### src/hdl/kstc_pkg.sv
package kstc_pkg;

	localparam int ENTRIES_DEF  = 16;
	localparam int TAG_BITS_DEF = 16;

	localparam int COUNT_W  = 31;
	localparam int TAG_IN_W = 16;
	localparam int IN_W     = 48;
	localparam int OUT_W    = 40;

	localparam logic [COUNT_W-1:0] COUNT_MAX = {COUNT_W{1'b1}};

	typedef enum logic [2:0] {
		ST_OK      = 3'd0,
		ST_BAD_TAG = 3'd1,
		ST_ZERO    = 3'd2,
		ST_ABSENT  = 3'd3,
		ST_FULL    = 3'd4,
		ST_SAT     = 3'd5
	} status_t;

	typedef enum logic [2:0] {
		S_IDLE,
		S_SCAN,
		S_DRAIN,
		S_CALC,
		S_OUT
	} state_t;

endpackage

### src/hdl/keyed_stack_count_table.sv
// channel  | dir | handshake          | payload
// s_*      | in  | s_tvalid/s_tready  | request item
// m_*      | out | m_tvalid/m_tready  | result item
//
// for each request the tag memory is scanned one slot a cycle through its single
// registered read port, then one shared add/subtract unit updates the count and
// writes it back
// an invalid tag skips the scan and shows its result in the next cycle
// arst_n clears all slot valid bits at once; tag and count memories are not cleared
// s_tready is high only while idle; a result holds in m_tdata until m_tready
module keyed_stack_count_table #(
	parameter int ENTRIES  = kstc_pkg::ENTRIES_DEF,
	parameter int TAG_BITS = kstc_pkg::TAG_BITS_DEF
) (
	input  logic                      clk,
	input  logic                      arst_n,
	input  logic                      s_tvalid,
	output logic                      s_tready,
	// func, tag, amount
	input  logic [kstc_pkg::IN_W-1:0]  s_tdata,
	output logic                      m_tvalid,
	input  logic                      m_tready,
	// count_after, status, zero fill
	output logic [kstc_pkg::OUT_W-1:0] m_tdata
);

	localparam int IDX_W = $clog2(ENTRIES);
	localparam int CW    = kstc_pkg::COUNT_W;

	kstc_pkg::state_t state_q, state_d;

	logic                func_q;
	logic [TAG_BITS-1:0] key_q;
	logic [CW-1:0]       amt_q;
	logic [TAG_BITS-1:0] key_d;

	logic [IDX_W-1:0]    scan_q;
	logic                cmp_s1;
	logic [IDX_W-1:0]    idx_s1;
	logic [TAG_BITS-1:0] rd_tag_s1;
	logic [CW-1:0]       rd_cnt_s1;

	logic                hit_q;
	logic [IDX_W-1:0]    hit_idx_q;
	logic [CW-1:0]       hit_cnt_q;
	logic                free_q;
	logic [IDX_W-1:0]    free_idx_q;

	logic [ENTRIES-1:0]  valid_q;

	logic [TAG_BITS-1:0] tag_mem [ENTRIES];
	logic [CW-1:0]       cnt_mem [ENTRIES];

	logic [CW-1:0]       res_cnt_q;
	kstc_pkg::status_t   res_st_q;

	logic                accept;
	logic                key_zero;
	logic [CW:0]         au_res;
	logic                mem_we;
	logic [IDX_W-1:0]    mem_wa;
	logic [CW-1:0]       mem_wcnt;
	logic                set_v;
	logic                clr_v;
	logic [CW-1:0]       calc_cnt;
	kstc_pkg::status_t   calc_st;

	always_comb begin
		for (int i = 0; i < TAG_BITS; i++) begin
			key_d[i] = (i < kstc_pkg::TAG_IN_W) ? s_tdata[1+i] : 1'b0;
		end
	end

	assign accept   = s_tvalid && s_tready;
	assign key_zero = (key_d == '0);

	// next state
	always_comb begin
		state_d = state_q;
		case (state_q)
			kstc_pkg::S_IDLE: begin
				if (accept) begin
					state_d = key_zero ? kstc_pkg::S_OUT : kstc_pkg::S_SCAN;
				end
			end
			kstc_pkg::S_SCAN: begin
				if (scan_q == IDX_W'(ENTRIES - 1)) begin
					state_d = kstc_pkg::S_DRAIN;
				end
			end
			kstc_pkg::S_DRAIN: state_d = kstc_pkg::S_CALC;
			kstc_pkg::S_CALC:  state_d = kstc_pkg::S_OUT;
			kstc_pkg::S_OUT: begin
				if (m_tready) begin
					state_d = kstc_pkg::S_IDLE;
				end
			end
			default: state_d = kstc_pkg::S_IDLE;
		endcase
	end

	// outputs
	always_comb begin
		s_tready = 1'b0;
		m_tvalid = 1'b0;
		case (state_q)
			kstc_pkg::S_IDLE: s_tready = 1'b1;
			kstc_pkg::S_OUT:  m_tvalid = 1'b1;
			default: begin
				s_tready = 1'b0;
				m_tvalid = 1'b0;
			end
		endcase
	end

	assign m_tdata = {{(kstc_pkg::OUT_W - CW - 3){1'b0}}, res_st_q, res_cnt_q};

	// shared add/subtract unit
	assign au_res = func_q ? ({1'b0, hit_cnt_q} - {1'b0, amt_q})
	                       : ({1'b0, hit_cnt_q} + {1'b0, amt_q});

	always_comb begin
		mem_we   = 1'b0;
		mem_wa   = hit_idx_q;
		mem_wcnt = au_res[CW-1:0];
		set_v    = 1'b0;
		clr_v    = 1'b0;
		calc_cnt = '0;
		calc_st  = kstc_pkg::ST_OK;
		if (amt_q == '0) begin
			calc_st  = kstc_pkg::ST_ZERO;
			calc_cnt = hit_q ? hit_cnt_q : '0;
		end else if (!func_q) begin
			if (hit_q) begin
				mem_we = 1'b1;
				if (au_res[CW]) begin
					mem_wcnt = kstc_pkg::COUNT_MAX;
					calc_st  = kstc_pkg::ST_SAT;
				end
				calc_cnt = mem_wcnt;
			end else if (free_q) begin
				mem_we   = 1'b1;
				mem_wa   = free_idx_q;
				mem_wcnt = amt_q;
				set_v    = 1'b1;
				calc_cnt = amt_q;
			end else begin
				calc_st = kstc_pkg::ST_FULL;
			end
		end else begin
			if (!hit_q) begin
				calc_st = kstc_pkg::ST_ABSENT;
			end else if (au_res[CW] || (au_res[CW-1:0] == '0)) begin
				clr_v = 1'b1;
			end else begin
				mem_we   = 1'b1;
				calc_cnt = au_res[CW-1:0];
			end
		end
	end

	// slot memories
	always_ff @(posedge clk) begin
		if (mem_we && (state_q == kstc_pkg::S_CALC)) begin
			tag_mem[mem_wa] <= key_q;
			cnt_mem[mem_wa] <= mem_wcnt;
		end
		rd_tag_s1 <= tag_mem[scan_q];
		rd_cnt_s1 <= cnt_mem[scan_q];
	end

	always_ff @(posedge clk) begin
		idx_s1 <= scan_q;
		if (accept) begin
			func_q <= s_tdata[0];
			key_q  <= key_d;
			amt_q  <= s_tdata[kstc_pkg::IN_W-1:1+kstc_pkg::TAG_IN_W];
		end
		if (cmp_s1 && valid_q[idx_s1] && (rd_tag_s1 == key_q)) begin
			hit_idx_q <= idx_s1;
			hit_cnt_q <= rd_cnt_s1;
		end
		if (cmp_s1 && !valid_q[idx_s1] && !free_q) begin
			free_idx_q <= idx_s1;
		end
		if (accept && key_zero) begin
			res_cnt_q <= '0;
			res_st_q  <= kstc_pkg::ST_BAD_TAG;
		end else if (state_q == kstc_pkg::S_CALC) begin
			res_cnt_q <= calc_cnt;
			res_st_q  <= calc_st;
		end
	end

	always_ff @(posedge clk or negedge arst_n) begin
		if (!arst_n) begin
			state_q <= kstc_pkg::S_IDLE;
			scan_q  <= '0;
			cmp_s1  <= 1'b0;
			hit_q   <= 1'b0;
			free_q  <= 1'b0;
			valid_q <= '0;
		end else begin
			state_q <= state_d;
			cmp_s1  <= (state_q == kstc_pkg::S_SCAN);
			if (state_q == kstc_pkg::S_SCAN) begin
				scan_q <= scan_q + IDX_W'(1);
			end else begin
				scan_q <= '0;
			end
			if (accept) begin
				hit_q  <= 1'b0;
				free_q <= 1'b0;
			end else if (cmp_s1) begin
				if (valid_q[idx_s1] && (rd_tag_s1 == key_q)) begin
					hit_q <= 1'b1;
				end
				if (!valid_q[idx_s1]) begin
					free_q <= 1'b1;
				end
			end
			if (state_q == kstc_pkg::S_CALC) begin
				if (set_v) begin
					valid_q[free_idx_q] <= 1'b1;
				end
				if (clr_v) begin
					valid_q[hit_idx_q] <= 1'b0;
				end
			end
		end
	end

endmodule
### config.mk
export PLATFORM = sky130hd
export DESIGN_NAME = keyed_stack_count_table
export DESIGN_NICKNAME = d
export VERILOG_FILES = /design/src/hdl/kstc_pkg.sv /design/src/hdl/keyed_stack_count_table.sv
export SDC_FILE = /design/constraint.sdc
export NUM_CORES = 1
export LEC_CHECK = 0
export BUFFER_PORTS_ARGS = -buffer_cell sky130_fd_sc_hd__buf_2
export CAP_MARGIN = 25
export CORE_MARGIN = 2
export CORE_UTILIZATION = 40
export DETAILED_ROUTE_END_ITERATION = 12
export GPL_ROUTABILITY_DRIVEN = 0
export HOLD_SLACK_MARGIN = 0.15
export SYNTH_ARGS = -nofsm -noshare
export SYNTH_HDL_FRONTEND = slang
export SYNTH_SLANG_ARGS = --single-unit
export TNS_END_PERCENT = 50
### constraint.sdc
create_clock -name clk -period 9.77 [get_ports clk]
set_input_delay 1.954 -clock clk [delete_from_list [all_inputs] [get_ports clk]]
set_output_delay 1.954 -clock clk [all_outputs]
set_load 0.1 [all_outputs]
==> impl_metrics.toml <==
[drt]
wl_um = 102000
avgViaCountPerCell = 5.84
ant_nets = 0
drt_iter0_drc = 2374
drc = 0
dr.pass1.iters = 12
vias = 23325
wl_per_cell_um = 25.6

[sta]
rsz0062_at_grt = "no"
period_share_pct = 70.0
setup_viol = 0
slew_viol_final = 0
skew_ns = 0.0527
hold_violations = 0
max_slew.worst_pin.slew_ns = 1.01
fin_tns_setup_ns = 0
max_slew_margin_pct = 32.7
fmax_mhz = 146
layout_min_cycle_time_ns = 6.84

[placed_design]
dp_hpwl_um = 59600
io_buffer_count = 87
post-place-cells = 3803
dpl-instance-area_mm2 = 0.0414

[floorplanning]
start_util_pct = 40.5
die_w_um = 317
design.core.area_mm2 = 0.0970
rows = 114
design.portCount = 94
die_area_mm2 = 0.101
die_h_um = 317

[pwr]
comb_power_share_pct = 29.0
powerDensity_mw_per_mm2 = 284
switching_share_pct = 33.9
clkPwrFrac_pct = 28.7
ir_worst_vdd_mv = 0.171
internal_power_mw = 8.35
seqPwrFrac_pct = 42.3
power_mw = 12.6
p_sw_mw = 4.29
p_leak_nw = 14.9

[cts]
cts_resized = 0
cts_tree = "built"
root_buffer = "clkbuf_16"
clock_latency_ns = 0.68
cts_sinks = 950
htree_num_levels = 3
post-cts-setup-buffer-count = 0
cts_buffer_depth = 3
cts_hold_buf = 0
cts_made_buffers = 96
clkTransAtPathRegs_ns = 0.06

[synth]
ys_ff_latch = 950
yosysSeqAreaShare_pct = 70.1
synth.mux.area_fraction_pct = 10.7
synth_compound_area_share_pct = 9.80
syn-instance-count = 2522
avgSynthCellArea_um2 = 15.6
postSynth.asyncResetShare_pct = 2.74
synthTopCellsByCount = "edfxtp_1, a21oi_1, o21ai_0"
synth_ff_type = "edfxtp_1"
synthSimpleGateAreaFrac_pct = 4.93
synth_top_cell_area_share_pct = 64.1
yosysWarnings = 0
yosys.area.top_type = "edfxtp_1"
synth.distinct_cells = 89
yosysMostFrequentCell = "edfxtp_1"
netlist_area_mm2 = 0.0393
synth-xor-area-share_pct = 1.65
synthAdderAreaFrac_pct = 1.10
synth_edf_count = 839
synth_top_family_by_area = "multiplexers"
synth_area_leaders = "edfxtp_1, mux4_2, dfxtp_1, mux2i_1, a21oi_1"

[layout]
layout-drive-gt1-share_pct = 17.8
fill_cells = 8325
syn_to_final_growth_pct = 13.4
fin_cells = 3992
nNetsFinal = 2720
final_area_mm2 = 0.0446
n_antenna_cell = 0

[setup_path]
crit_fanout = 47
rr_endpoint = "cnt_mem[13][30]"
start_kind = "flop"
r2r_cells = 19
r2r-start = "amt_q[1]"
r2r_slack_ns = 2.93
arrival_ns = 7.09
critPathRequiredTime_ns = 10.02
critPathCaptureType = "flop"
crit_type = "reg2reg"

[hold_path]
hold_path_depth = 0
min_path_type = "reg2reg"
min_from = "rd_cnt_s1[0]"
min_to = "hit_cnt_q[0]"

[global_route]
grt_pass1_wl_um = 151000
grt_use_total_pct = 19.9
antenna_found_initial = 1
grt_max_degree = 107
grt_overflow = 0
grt_pass1_vias = 23443

[outcome]
status = "complete, no violations"

[job]
cap_violations = 0
==> registers in the layout (all words and copies together) (netlist names), 3 cells and up <==
signal	cells
valid_q	16
key_q	16
amt_q	31
scan_q	4
idx_s1	4
hit_idx_q	4
state_q	3
cnt_mem	496
rd_tag_s1	16
rd_cnt_s1	31
tag_mem	256
res_cnt_q	31
res_st_q	3
hit_cnt_q	31
free_idx_q	4
==> area by class of cell <==
cell class	count	area [um^2]	share of cell area (%)
clock buffers	132	2590	5.80
clock inverters	48	544	1.22
inverters	20	75.1	0.168
multi-input cells	1414	11200	25.2
flip-flops and latches	950	27600	61.8
well taps	1276	1600	3.58
repair buffers	152	985	2.21
==> logic make-up (layout without fill, tap and decap cells) <==
kind of cell	count (synthesis)	in the layout
simple gates	397	397
xor+xnor	73	73
compound gates	612	612
fa+ha+maj	34	34
mux	292	292
buf+inv	163	352
flops	950	950
other cells	1	6
==> placed cells by master (no fill, tap or decap), types with 31 or more instances in the layout <==
master     synthesis  routed
a21oi_1          197     197
clkbuf_16          0      96
xnor2_1           53      53
mux2i_1          144     144
edfxtp_1         839     839
dfxtp_1           85      85
a22oi_1           57      57
mux2_2            49      49
clkbuf_1          97      31
a221oi_1          50      50
ha_1              33      33
buf_2             11      88
buf_4              7      58
o21ai_0          153     153
nor2_1           107     107
nand2_1          131     130
mux4_2            99      99
==> critical path: stages, from the launching register on <==
cell,delay (ns)
edfxtp_1,0.48
inv_1,0.10
ha_1,0.18
or4b_2,0.67
nor3_1,0.43
and2_1,0.27
a21oi_1,0.10
xnor2_1,0.16
ha_1,0.49
nand2_1,0.22
o221ai_1,0.27
o31ai_1,0.11
a31oi_1,0.52
a21oi_1,0.18
xnor2_1,0.20
nor4b_1,0.53
nand4_4,0.25
a21oi_4,0.67
nor4_2,0.12
buf_4,0.46
==> power by group through the flow <==
stage / Combinational (mW) / Sequential [mW] / Clock [mW]
floorplan: 2.25 / 5.66 / 0
global placement: 3.53 / 5.42 / 0
detailed placement: 3.61 / 5.43 / 0
CTS: 3.62 / 5.35 / 3.70
global route: 3.92 / 5.37 / 3.86
finish: 3.67 / 5.34 / 3.63
==> metrics by stage <==
stage | hold slack (ns) | setup slack [ns] | utilization (%)
finish | 0.371 | 2.93 | 46.0
global route | 0.386 | 2.77 | 46.0
CTS | 0.375 | 3.13 | 45.9
detailed placement | 0.389 | 3.14 | 42.7
global placement | 0.388 | 3.28 | 42.6
floorplan | 0.369 | 0.223 | -
==> worst max-delay path by stage <==
stage / start / to / slack (ns) / cells after the start
4_1_cts: amt_q[1] / cnt_mem[14][11] / 3.13 / 18
3_3_place_gp: amt_q[1] / tag_mem[14][14] / 3.28 / 20
6_report: amt_q[1] / cnt_mem[13][30] / 2.93 / 19
5_1_grt: amt_q[1] / cnt_mem[13][30] / 2.77 / 19
3_5_place_dp: amt_q[1] / tag_mem[12][9] / 3.14 / 18
2_1_floorplan: amt_q[1] / cnt_mem[0][0] / 0.22 / 20
==> per-layer routing <==
layer | vias up | track usage [%] | routed length [um]
li1 | 10252 | - | -
met1 | 11794 | 26.8 | 42200
met2 | 1064 | 32.8 | 48800
met3 | 215 | 3.75 | 7840
met4 | 0 | 6.18 | 3090
met5 | - | 0 | 0
Power figures use the tool's default switching activity.
